`src/hdl/tpg_pkg.sv`:
```
// Shared types, constants and the wave-center table for the tile pattern generator.
// No dependencies; every other file imports this package.
`default_nettype none
package tpg_pkg;

   localparam int TileWDef = 32;
   localparam int TileHDef = 32;

   localparam int CoordW   = 5;
   localparam int ColorW   = 16;
   localparam int ModeW    = 4;
   localparam int CsrIdxW  = 2;
   localparam int CsrDataW = 16;
   localparam int ReqDataW = 16;
   localparam int LfsrW    = 16;

   localparam logic [ModeW-1:0] ModeSolid       = 4'd0;
   localparam logic [ModeW-1:0] ModeVGradient   = 4'd1;
   localparam logic [ModeW-1:0] ModeHGradient   = 4'd2;
   localparam logic [ModeW-1:0] ModeChecker     = 4'd3;
   localparam logic [ModeW-1:0] ModeNoise       = 4'd4;
   localparam logic [ModeW-1:0] ModeDiagonal    = 4'd5;
   localparam logic [ModeW-1:0] ModeTransparent = 4'd6;
   localparam logic [ModeW-1:0] ModeWaves       = 4'd7;
   localparam logic [ModeW-1:0] ModeTriangles   = 4'd8;
   localparam logic [ModeW-1:0] ModeDots        = 4'd9;

   localparam logic [CsrIdxW-1:0] CsrPatternMode    = 2'd0;
   localparam logic [CsrIdxW-1:0] CsrPrimaryColor   = 2'd1;
   localparam logic [CsrIdxW-1:0] CsrSecondaryColor = 2'd2;

   localparam logic [LfsrW-1:0] LfsrSeed = 16'hACE1;
   localparam logic [LfsrW-1:0] LfsrTaps = 16'hB400;

   typedef struct packed {
      logic advance;
      logic use_h;
   } grad_ctl_type;

   // Center row of the sine band for each column.
   function automatic logic [CoordW-1:0] wave_center(input logic [CoordW-1:0] col);
      logic [CoordW-1:0] c;
      begin
         case (col)
            5'd0:  c = 5'd16;  5'd1:  c = 5'd17;  5'd2:  c = 5'd19;  5'd3:  c = 5'd20;
            5'd4:  c = 5'd21;  5'd5:  c = 5'd22;  5'd6:  c = 5'd23;  5'd7:  c = 5'd23;
            5'd8:  c = 5'd24;  5'd9:  c = 5'd23;  5'd10: c = 5'd23;  5'd11: c = 5'd22;
            5'd12: c = 5'd21;  5'd13: c = 5'd20;  5'd14: c = 5'd19;  5'd15: c = 5'd17;
            5'd16: c = 5'd15;  5'd17: c = 5'd14;  5'd18: c = 5'd12;  5'd19: c = 5'd11;
            5'd20: c = 5'd10;  5'd21: c = 5'd9;   5'd22: c = 5'd8;   5'd23: c = 5'd8;
            5'd24: c = 5'd8;   5'd25: c = 5'd8;   5'd26: c = 5'd8;   5'd27: c = 5'd9;
            5'd28: c = 5'd10;  5'd29: c = 5'd11;  5'd30: c = 5'd12;  5'd31: c = 5'd14;
            default: c = 5'd16;
         endcase
         return c;
      end
   endfunction

endpackage
`default_nettype wire

```
`src/hdl/tpg_grad_div.sv`:
```
// Two-stage gradient datapath: scaled color difference, then division by tile size minus one
// through a constant reciprocal. Depends on tpg_pkg.
`default_nettype none
module tpg_grad_div #(
   parameter int TileW = tpg_pkg::TileWDef,
   parameter int TileH = tpg_pkg::TileHDef
) (
   input  logic                         clock,
   input  tpg_pkg::grad_ctl_type        ctl,
   input  logic [tpg_pkg::ColorW-1:0]   primary,
   input  logic [tpg_pkg::ColorW-1:0]   secondary,
   input  logic [tpg_pkg::CoordW-1:0]   k,
   output logic [tpg_pkg::ColorW-1:0]   offset
);
   import tpg_pkg::*;

   localparam int ProdW   = ColorW + CoordW;
   localparam int RecipW  = ProdW + 2;
   localparam int FullW   = ProdW + RecipW;
   localparam int DivX    = TileW - 1;
   localparam int DivY    = TileH - 1;
   localparam int ShiftX  = ProdW + $clog2(DivX);
   localparam int ShiftY  = ProdW + $clog2(DivY);
   localparam int ShiftMx = (ShiftX > ShiftY) ? ShiftX : ShiftY;
   localparam int ShAmtW  = $clog2(ShiftMx + 1);
   localparam longint RecipXWide = ((longint'(1) <<< ShiftX) + longint'(DivX) - 1) / longint'(DivX);
   localparam longint RecipYWide = ((longint'(1) <<< ShiftY) + longint'(DivY) - 1) / longint'(DivY);
   localparam logic [RecipW-1:0] RecipX = RecipW'(RecipXWide);
   localparam logic [RecipW-1:0] RecipY = RecipW'(RecipYWide);

   logic signed [ColorW:0]  diff;
   logic [ColorW-1:0]       mag;
   logic [ProdW-1:0]        prod_in, prod_ff;
   logic                    neg_in, neg_ff;
   logic [RecipW-1:0]       recip_in, recip_ff;
   logic [ShAmtW-1:0]       shamt_in, shamt_ff;
   logic [FullW-1:0]        quot_full;
   logic [FullW-1:0]        quot_mag;
   logic [ColorW-1:0]       quot_lo;

   always_comb begin
      diff     = $signed({1'b0, secondary}) - $signed({1'b0, primary});
      neg_in   = diff[ColorW];
      mag      = neg_in ? ColorW'(-diff) : diff[ColorW-1:0];
      prod_in  = ProdW'(mag) * ProdW'(k);
      recip_in = ctl.use_h ? RecipX : RecipY;
      shamt_in = ctl.use_h ? ShAmtW'(ShiftX) : ShAmtW'(ShiftY);
   end

   always_ff @(posedge clock) begin
      if (ctl.advance) begin
         prod_ff  <= prod_in;
         neg_ff   <= neg_in;
         recip_ff <= recip_in;
         shamt_ff <= shamt_in;
      end
   end

   always_comb begin
      quot_full = FullW'(prod_ff) * FullW'(recip_ff);
      quot_mag  = quot_full >> shamt_ff;
      quot_lo   = quot_mag[ColorW-1:0];
      offset    = neg_ff ? ColorW'(-quot_lo) : quot_lo;
   end

endmodule
`default_nettype wire

```
`src/hdl/tile_pattern_generator.sv`:
```
// Top level of the tile pattern generator: register file, pattern logic and result register.
// Depends on tpg_pkg and tpg_grad_div.
//
//   Port group   Dir   Contents
//   req_*        in    tdata: pixel_x [4:0], pixel_y [9:5], zero pad [15:10]
//   rsp_*        out   tdata: pixel_color [15:0]; tuser: write_enable
//   csr_*        in    csr_we, csr_index, csr_wdata (pattern_mode, primary, secondary)
//
// One item is taken per clock while req_tready is high; each result passes through every stage below.
// The three pipeline stages (input, gradient product, result) advance together.
// req_tready falls only while the result register holds an item that is not taken.
// Synchronous reset clears the configuration registers and the valid bits and reloads the
// noise LFSR seed.
`default_nettype none
module tile_pattern_generator #(
   parameter int TileW = tpg_pkg::TileWDef,
   parameter int TileH = tpg_pkg::TileHDef
) (
   input  logic                           clock,
   input  logic                           reset,
   input  logic                           req_tvalid,
   output logic                           req_tready,
   input  logic [tpg_pkg::ReqDataW-1:0]   req_tdata,   // pixel_x, pixel_y, pad
   output logic                           rsp_tvalid,
   input  logic                           rsp_tready,
   output logic [tpg_pkg::ColorW-1:0]     rsp_tdata,   // pixel_color
   output logic                           rsp_tuser,   // write_enable
   input  logic                           csr_we,
   input  logic [tpg_pkg::CsrIdxW-1:0]    csr_index,
   input  logic [tpg_pkg::CsrDataW-1:0]   csr_wdata
);
   import tpg_pkg::*;

   logic [ModeW-1:0]    mode_ff;
   logic [ColorW-1:0]   primary_ff, secondary_ff;
   logic [LfsrW-1:0]    lfsr_ff, lfsr_in, lfsr_step;
   logic                advance;

   logic                s1_valid_ff;
   logic [CoordW-1:0]   s1_x_ff, s1_y_ff;
   logic                s2_valid_ff;
   logic [ColorW-1:0]   s2_color_ff, s2_color_in;
   logic                s2_we_ff, s2_we_in;
   logic                s2_grad_ff, s2_grad_in;
   logic                rsp_valid_ff;
   logic [ColorW-1:0]   rsp_color_ff, rsp_color_in;
   logic                rsp_we_ff;

   logic [CoordW-1:0]   sum_xy;
   logic [CoordW-1:0]   center;
   logic signed [CoordW:0] band_dist;
   logic                take_primary;
   grad_ctl_type        grad_ctl;
   logic [ColorW-1:0]   grad_offset;

   assign advance    = !rsp_valid_ff || rsp_tready;
   assign req_tready = advance;
   assign rsp_tvalid = rsp_valid_ff;
   assign rsp_tdata  = rsp_color_ff;
   assign rsp_tuser  = rsp_we_ff;

   always_ff @(posedge clock) begin
      if (reset) begin
         mode_ff      <= ModeSolid;
         primary_ff   <= '0;
         secondary_ff <= '0;
      end else if (csr_we) begin
         case (csr_index)
            CsrPatternMode:    mode_ff      <= csr_wdata[ModeW-1:0];
            CsrPrimaryColor:   primary_ff   <= csr_wdata[ColorW-1:0];
            CsrSecondaryColor: secondary_ff <= csr_wdata[ColorW-1:0];
            default: ;
         endcase
      end
   end

   always_comb begin
      lfsr_step = lfsr_ff[0] ? ((lfsr_ff >> 1) ^ LfsrTaps) : (lfsr_ff >> 1);
      lfsr_in   = (advance && s1_valid_ff && (mode_ff == ModeNoise)) ? lfsr_step : lfsr_ff;

      sum_xy    = s1_x_ff + s1_y_ff;
      center    = wave_center(s1_x_ff);
      band_dist = $signed({1'b0, s1_y_ff}) - $signed({1'b0, center});

      s2_we_in     = 1'b1;
      s2_grad_in   = 1'b0;
      take_primary = 1'b1;
      case (mode_ff)
         ModeVGradient:   s2_grad_in   = 1'b1;
         ModeHGradient:   s2_grad_in   = 1'b1;
         ModeChecker:     take_primary = (s1_x_ff[2] ^ s1_y_ff[2]) == 1'b0;
         ModeNoise:       take_primary = lfsr_step[0];
         ModeDiagonal:    take_primary = !sum_xy[2];
         ModeTransparent: s2_we_in     = 1'b0;
         ModeWaves:       take_primary = (band_dist > 6'sd2) || (band_dist < -6'sd2);
         ModeTriangles:   take_primary = !sum_xy[3];
         ModeDots:        take_primary = (s1_x_ff[1:0] == 2'd0) && (s1_y_ff[1:0] == 2'd0);
         default:         take_primary = 1'b1;
      endcase
      s2_color_in = !s2_we_in ? '0 : (take_primary ? primary_ff : secondary_ff);

      grad_ctl.advance = advance;
      grad_ctl.use_h   = (mode_ff == ModeHGradient);

      rsp_color_in = s2_grad_ff ? (primary_ff + grad_offset) : s2_color_ff;
   end

   tpg_grad_div #(
      .TileW(TileW),
      .TileH(TileH)
   ) u_grad_div (
      .clock     (clock),
      .ctl       (grad_ctl),
      .primary   (primary_ff),
      .secondary (secondary_ff),
      .k         (grad_ctl.use_h ? s1_x_ff : s1_y_ff),
      .offset    (grad_offset)
   );

   always_ff @(posedge clock) begin
      if (reset) begin
         lfsr_ff      <= LfsrSeed;
         s1_valid_ff  <= 1'b0;
         s2_valid_ff  <= 1'b0;
         rsp_valid_ff <= 1'b0;
      end else begin
         lfsr_ff <= lfsr_in;
         if (advance) begin
            s1_valid_ff  <= req_tvalid;
            s2_valid_ff  <= s1_valid_ff;
            rsp_valid_ff <= s2_valid_ff;
         end
      end
   end

   always_ff @(posedge clock) begin
      if (advance) begin
         s1_x_ff      <= req_tdata[CoordW-1:0];
         s1_y_ff      <= req_tdata[2*CoordW-1:CoordW];
         s2_color_ff  <= s2_color_in;
         s2_we_ff     <= s2_we_in;
         s2_grad_ff   <= s2_grad_in;
         rsp_color_ff <= rsp_color_in;
         rsp_we_ff    <= s2_we_ff;
      end
   end

endmodule
`default_nettype wire

```
`config.mk`:
```
export PLATFORM = sky130hd
export DESIGN_NAME = tile_pattern_generator
export DESIGN_NICKNAME = d
export VERILOG_FILES = /design/src/hdl/tpg_pkg.sv /design/src/hdl/tpg_grad_div.sv /design/src/hdl/tile_pattern_generator.sv
export SDC_FILE = /design/constraint.sdc
export NUM_CORES = 1
export LEC_CHECK = 0
export BUFFER_PORTS_ARGS = -buffer_cell sky130_fd_sc_hd__buf_2
export CAP_MARGIN = 20
export CORE_UTILIZATION = 69
export DETAILED_ROUTE_END_ITERATION = 12
export GPL_TIMING_DRIVEN = 0
export PLACE_DENSITY = 0.92
export SYNTH_ARGS = -nofsm -noshare
export SYNTH_HDL_FRONTEND = slang
export SYNTH_SLANG_ARGS = --single-unit
```
`constraint.sdc`:
```
create_clock -name clock -period 11.8 [get_ports clock]
set_clock_uncertainty 0.15 [all_clocks]
set_input_delay 2.36 -clock clock [delete_from_list [all_inputs] [get_ports clock]]
set_output_delay 2.36 -clock clock [all_outputs]
set_load 0.1 [all_outputs]
```
== Word level (Yosys, flattened, before mapping) ==
Memories as Yosys holds them, arrays and structs flattened. A register that Yosys moved wholly into a read port is not among the register bits.
Index checks and enable logic that the tools add are counted.

* Flip-flop bits (word level): 122
* Memory bits (read-only): 160
* Input bits: 39
* Output and inout port bits: 19
* Word-level logic and storage cells: 66
* Memories kept: 1

* Add/subtract/negate cells: 6
* Multipliers: 2
* Magnitude comparators: 2
* Equal/unequal tests: 11
* Muxes and demuxes: 10
* Bitwise logic cells: 3
* Reduce and logical (&&, ||, !) cells: 15

{| class="wikitable"
|+ Memories
! memory !! words !! bits a word !! rd ports !! clocked after memory_dff !! write ports !! RTL line !! source
|-
| (name not given) || 32 || 5 || 1 || 1 || 0 || tpg_pkg.sv:44 || <nowiki>case (col)</nowiki>
|}

{| class="wikitable"
|+ Operators with widths
! cell !! count
|-
| two-way mux 16 bit || 5
|-
| multiplier 21 x 22 -> 42 bit (second input constant) || 1
|-
| negation 16 bit || 2
|-
| multiplier 16 x 5 -> 21 bit || 1
|-
| subtractor 16 x 16 -> 17 bit || 1
|-
| adder 16 bit || 1
|-
| == test 4 x 3 -> 1 bit (second input constant) || 4
|-
| two-way mux 5 bit || 2
|-
| == test 4 x 2 -> 1 bit (second input constant) || 2
|-
| == test 4 bit (second input constant) || 2
|-
| greater-than comparator 6 x 3 -> 1 bit (second input constant) || 1
|-
| logical NOT 2 bit || 3
|-
| less-than comparator 6 x 2 -> 1 bit (second input constant) || 1
|-
| one-hot mux 1 bit (6 select lines) || 1
|-
| AND reduction 2 bit || 3
|-
| subtractor 5 x 5 -> 6 bit || 1
|-
| adder 4 bit || 1
|-
| == test 4 x 1 -> 1 bit (second input constant) || 1
|-
| NOT 3 -> 4 bit || 1
|-
| logical AND 1 bit || 3
|-
| logical NOT 1 bit || 3
|-
| == test 2 x 1 -> 1 bit (second input constant) || 1
|-
| == test 2 bit (second input constant) || 1
|-
| logical OR 1 bit || 2
|-
| 4 further kinds || 5
|}

== Logic depth before layout (Yosys ltp) ==
* Word-level depth: 5
* Mapped depth: 37
* Depth with buffers taken out: 37

== Hierarchy ==
Synthesis repeated with hierarchy kept, for this count alone.

* Cells, all modules: 1659
* Area, all modules: 14700.3 um2

{| class="wikitable"
|+ By module, submodules not included
! module !! times used !! cells an instance !! area each (um2) !! seq. area each (um2)
|-
| tpg_grad_div || 1 || 1085 || 9340.2 || 660.6
|-
| tile_pattern_generator || 1 || 574 || 5360.1 || 2552.4
|}

== Worst setup path before layout ==
No wires, ideal clock.

* Path kind: input-to-output
* Start point: input rsp_tready
* End point: output req_tready
* Arrival time: 5.411 ns
* Required time: 9.290 ns
* Setup slack: 3.879 ns
* Cell stages on the path: 2
* Path buffers: 1
* Cell sequence: nand2b_1 buf_1

* Word-level cells in the longest chain between the ends: 1

{| class="wikitable"
|+ Ends and longest elaborated chain
! item !! RTL line !! source
|-
| start: declaration || tile_pattern_generator.sv:25 || <nowiki>input logic rsp_tready,</nowiki>
|-
| logical OR 1 bit || tile_pattern_generator.sv:56 || <nowiki>assign advance = !rsp_valid_ff || rsp_tready;</nowiki>
|-
| end: declaration || tile_pattern_generator.sv:22 || <nowiki>output logic req_tready,</nowiki>
|}

No other way between the ends.

== Worst setup path after layout ==
* Start point: register u_grad_div.prod_ff[10]
* End point: register rsp_color_ff[12] (netlist: rsp_tdata[12]) (data pin)

* Word-level cells in the longest chain between the ends: 5

{| class="wikitable"
|+ Ends and longest elaborated chain
! item !! RTL line !! source
|-
| start: declaration || tpg_grad_div.sv:33 || <nowiki>logic [ProdW-1:0] prod_in, prod_ff;</nowiki>
|-
| start signal: assignment || tpg_grad_div.sv:52 || <nowiki>prod_ff <= prod_in;</nowiki>
|-
| multiplier 21 x 22 -> 42 bit (*) || tpg_grad_div.sv:60 || <nowiki>quot_full = FullW'(prod_ff) * FullW'(recip_ff);</nowiki>
|-
| negation 16 bit || tpg_grad_div.sv:63 || <nowiki>offset = neg_ff ? ColorW'(-quot_lo) : quot_lo;</nowiki>
|-
| two-way mux 16 bit (*) || tpg_grad_div.sv:63 ||
|-
| adder 16 bit (*) || tile_pattern_generator.sv:105 || <nowiki>rsp_color_in = s2_grad_ff ? (primary_ff + grad_offset) : s2_color_ff;</nowiki>
|-
| two-way mux 16 bit (*) || tile_pattern_generator.sv:105 ||
|-
| via rsp_color_in[12] || tile_pattern_generator.sv:46 || <nowiki>logic [ColorW-1:0] rsp_color_ff, rsp_color_in;</nowiki>
|-
| end signal: assignment || tile_pattern_generator.sv:143 || <nowiki>rsp_color_ff <= rsp_color_in;</nowiki>
|-
| end: declaration || tile_pattern_generator.sv:46 ||
|}

Mark *: on every way through the listed nets, which the timed path passes. The rest lies on a longest branch.
A chain may end at the register's enable or synchronous reset.

==> implementation parameters <==
Parameter                              Value

Setup path
  Top fanout value on the critical path    5
  Reg-to-reg endpoint    rsp_tdata[12]
  Worst EP required    between 10 and 15 ns
  Slowest cell on the critical path    sky130_fd_sc_hd__fa_1
  Startpoint of the worst-slack reg-to-reg timing path    u_grad_div.prod_ff[10]
  Crit Path Class    flip-flop to flip-flop
  Worst endpoint data arrival time    9.28 ns
  Sort of element at the end of the critical path    flip-flop
  Category of the worst setup path launch point    flip-flop
  Number of cell instances on the worst register-to-register path    34
  Internal reg-to-reg setup slack    2.54 ns
  Peak per-stage delay on the critical path    about 0.6 ns
  Cell type with the highest occurrence count on the critical path    sky130_fd_sc_hd__ha_1

Logic synthesis
  Share of flip-flops with an asynchronous set or reset after synthesis    0%
  Total standard cell area after synthesis    roughly 14,000 µm²
  Compound-gate portion of the synthesized area    approximately 14%
  Area share of xor/xnor cells in the synthesized design    just under 5%
  Synth Instances    1,597
  Distinct cell type count after synthesis    71
  Sequential fraction of the synthesis area    22.2%
  Synthesized area per cell    9.08 µm²
  Largest family of logic cells by synthesized area    adder cells
  Post-Synth Simple-Gate Area    14.7%
  Number of flops mapped to enable cells by yosys    67
  Seq cells post-synth    127
  Share of cell area taken by muxes after synthesis    under 10%
  Adder and majority cell fraction of the synthesized area    34.3%
  Count of yosys warnings during synthesis    0
  Flip-flop cell with the highest count after synthesis    sky130_fd_sc_hd__edfxtp_1
  Net Count, Synth    1,981

Floorplanning
  X dimension of the die    147 µm
  Core Region    20,400 µm²
  Effective utilization at floorplan    71.0%
  Num ports    58
  Standard-cell rows    52
  Y dimension of the die    147 µm
  Die area    21,600 µm²

GRT
  Global-route usage over all layers    35.2%
  Antenna violations before repair    0
  First-pass GRT wire length    60,700 µm
  Gr ovfl total    0
  Number of global-route vias before repair    roughly 13,000
  Pin count of the biggest net entering global routing    44

Clock tree
  Clock transition at path regs    0.06 ns
  CTS tree    yes
  Post-CTS Setup Inserts    0
  Post_cts resized    0
  Clk buf depth    2
  Post-CTS Hold Buffers    0
  Clock latency on the worst-skew pair    0.43 ns
  Clock H-tree levels    4
  Clock buffers created by TritonCTS    17
  Cell at the root of the clock tree    sky130_fd_sc_hd__clkbuf_16
  Clock sink count    127

Route
  DR pass1 iterations    5
  Antenna Nets Post-Route    0
  Number of remaining DRC errors    0
  Initial DRC Count    1,055
  Total wire length after detailed routing    roughly 37,000 µm
  Total via count in the routed design    about 12,000
  Per-cell routed wire length    18.8 µm
  Vias/cell    6.34

Placed design
  PortBufs    50
  DPL Wire Length    27,900 µm
  Routability cong.    0.978

Timing
  Hold Vio Cnt, Final    0
  Final-report setup violation count    0
  Unrepaired setup endpoints after global routing    false
  Share of the cycle needed by the critical path after routing    78.4%
  Final-layout worst hold slack    0.280 ns
  Minimum period implied by the final worst setup slack    9.26 ns
  Final TNS setup    0 ns
  Max frequency    ~110 MHz
  Measured slew at the worst slew-check pin    0.913 ns
  Number of slew-limit violations in the final report    0
  Max_slew headroom    between 30% and 40%

Min path
  Hold Path Depth    0
  Hold Crit Endpoint    rsp_tuser
  Type of the tightest min-delay check    flip-flop to flip-flop
  Startpoint of the lowest-slack hold path    s2_we_ff

Final layout
  Leading cell types in the layout, fill and taps excluded    257 x sky130_fd_sc_hd__ha_1, 188 x sky130_fd_sc_hd__inv_1, 188 x sky130_fd_sc_hd__nand2_1, 115 x sky130_fd_sc_hd__a21oi_1, 88 x sky130_fd_sc_hd__fa_1
  Area growth from synthesis to final layout    8.60%
  Final layout net count    2,052
  Final-layout fill cell count    1,248
  Proportion of layout cells with a drive suffix above 1    around 7.2%
  Antenna Diode Count    0
  Most common cell after layout, fill and taps aside    sky130_fd_sc_hd__ha_1

Job
  Number of maximum-capacitance constraint violations    0

Status
  Run status    completed
==> state kept, by name, indices dropped and copies added, names as in the netlist, 5 cells and up <==
| name | count |
|---|---|
| center | 5 |
| lfsr_ff | 16 |
| primary_ff | 16 |
| rsp_tdata | 16 |
| s1_x_ff | 5 |
| s1_y_ff | 5 |
| s2_color_ff | 16 |
| secondary_ff | 16 |
| u_grad_div.prod_ff | 21 |
==> worst max path at each step <==
| stage | start | endpoint | slack (ns) | depth (start not counted) |
|---|---|---|---|---|
| after floorplan | rsp_tready | req_tready | 3.88 | 2 |
| after global placement | rsp_tready | req_tready | 2.93 | 4 |
| after detailed placement | u_grad_div.prod_ff[10] | rsp_tdata[12] | 2.86 | 34 |
| after CTS | u_grad_div.prod_ff[10] | rsp_tdata[12] | 2.73 | 34 |
| after global routing | u_grad_div.prod_ff[10] | rsp_tdata[12] | 2.14 | 34 |
| final | u_grad_div.prod_ff[10] | rsp_tdata[12] | 2.54 | 34 |
==> critical path: cells and delay by family, from the launching register on <==
| kind | cells | cell delay, ns |
|---|---|---|
| adder cells (fa/ha/maj) | 10 | 3.45 |
| AO/OA/AOI/OAI | 11 | 2.51 |
| AND/OR/NAND/NOR | 6 | 1.60 |
| flip-flops | 1 | 0.49 |
| buffers and inverters | 5 | 0.46 |
| multiplexers | 1 | 0.27 |
| XOR/XNOR | 1 | 0.08 |
==> cell usage after synthesis, types with 4 or more instances <==
library cell	count	area, µm²
sky130_fd_sc_hd__nand4_1	15	93.8
sky130_fd_sc_hd__xor2_1	27	236
sky130_fd_sc_hd__o41ai_1	4	35.0
sky130_fd_sc_hd__o211ai_1	13	97.6
sky130_fd_sc_hd__nand3b_1	11	82.6
sky130_fd_sc_hd__o2111a_1	4	45.0
sky130_fd_sc_hd__nor3b_1	9	67.6
sky130_fd_sc_hd__and3_1	11	68.8
sky130_fd_sc_hd__clkbuf_1	37	139
sky130_fd_sc_hd__dfxtp_1	60	1200
sky130_fd_sc_hd__and3b_1	4	35.0
sky130_fd_sc_hd__nor4_1	6	37.5
sky130_fd_sc_hd__nor3_1	22	110
sky130_fd_sc_hd__o21a_1	16	120
sky130_fd_sc_hd__inv_1	188	706
sky130_fd_sc_hd__a31oi_1	15	93.8
sky130_fd_sc_hd__o21ai_0	43	215
sky130_fd_sc_hd__edfxtp_1	67	2010
sky130_fd_sc_hd__nand2b_1	14	87.6
sky130_fd_sc_hd__nand2_1	188	706
sky130_fd_sc_hd__a211oi_1	14	105
sky130_fd_sc_hd__ha_1	257	3220
sky130_fd_sc_hd__or3_1	7	43.8
sky130_fd_sc_hd__nor2_1	86	323
sky130_fd_sc_hd__o21bai_1	9	67.6
sky130_fd_sc_hd__a211o_1	6	52.6
sky130_fd_sc_hd__a21o_1	30	225
sky130_fd_sc_hd__and2_1	29	181
sky130_fd_sc_hd__nor2b_1	11	68.8
sky130_fd_sc_hd__a21oi_1	115	576
sky130_fd_sc_hd__or2_2	5	31.3
sky130_fd_sc_hd__or4_1	4	30.0
sky130_fd_sc_hd__mux2_2	16	180
sky130_fd_sc_hd__xnor2_1	54	473
sky130_fd_sc_hd__fa_1	88	1760
sky130_fd_sc_hd__o31ai_1	7	52.6
sky130_fd_sc_hd__mux2i_1	38	380
sky130_fd_sc_hd__nand3_1	16	80.1
==> logic make-up (layout without fill, tap and decap cells) <==
group | Yosys count | after routing
buffers and inverters | 230 | 314
AOI/OAI and AO/OA | 312 | 312
and+or+nand+nor | 448 | 448
DFF | 127 | 127
muxes | 54 | 54
adders and majority gates | 345 | 345
xor gates and xnor gates | 81 | 81
==> through the flow <==
| step | util, % | instances | setup WS, ns | cell area, µm² |
|---|---|---|---|---|
| floorplan | - | 1597 | 3.88 | 14500 |
| global route | 77.1 | 1951 | 2.14 | 15700 |
| detailed placement | 73.9 | 1918 | 2.86 | 15100 |
| global placement | 73.8 | 1917 | 2.93 | 15100 |
| CTS | 77.0 | 1950 | 2.73 | 15700 |
| finish | 77.1 | 1951 | 2.54 | 15700 |
==> cell type report <==
class | instances | area (µm²) | area share, %
repair buffers | 52 | 275 | 1.75
inverters | 188 | 706 | 4.48
flip-flops and latches | 127 | 3210 | 20.4
plain buffers | 42 | 164 | 1.04
clock inverters | 14 | 204 | 1.30
well taps | 270 | 338 | 2.15
clock buffers | 18 | 429 | 2.73
multi-input cells | 1240 | 10400 | 66.2
==> routing by layer <==
| metal | up-vias | part of all wire, % | track usage (%) |
|---|---|---|---|
| met5 | - | 0 | 0 |
| li1 | 5716 | - | - |
| met2 | 591 | 50 | 61.9 |
| met4 | 0 | 5.1 | 18.8 |
| met1 | 5854 | 39 | 40.9 |
| met3 | 212 | 6.3 | 6.12 |
Power is left out: the tool's default activity adds up to more than one toggle a clock period on the data nets, which glitch-free logic cannot reach.
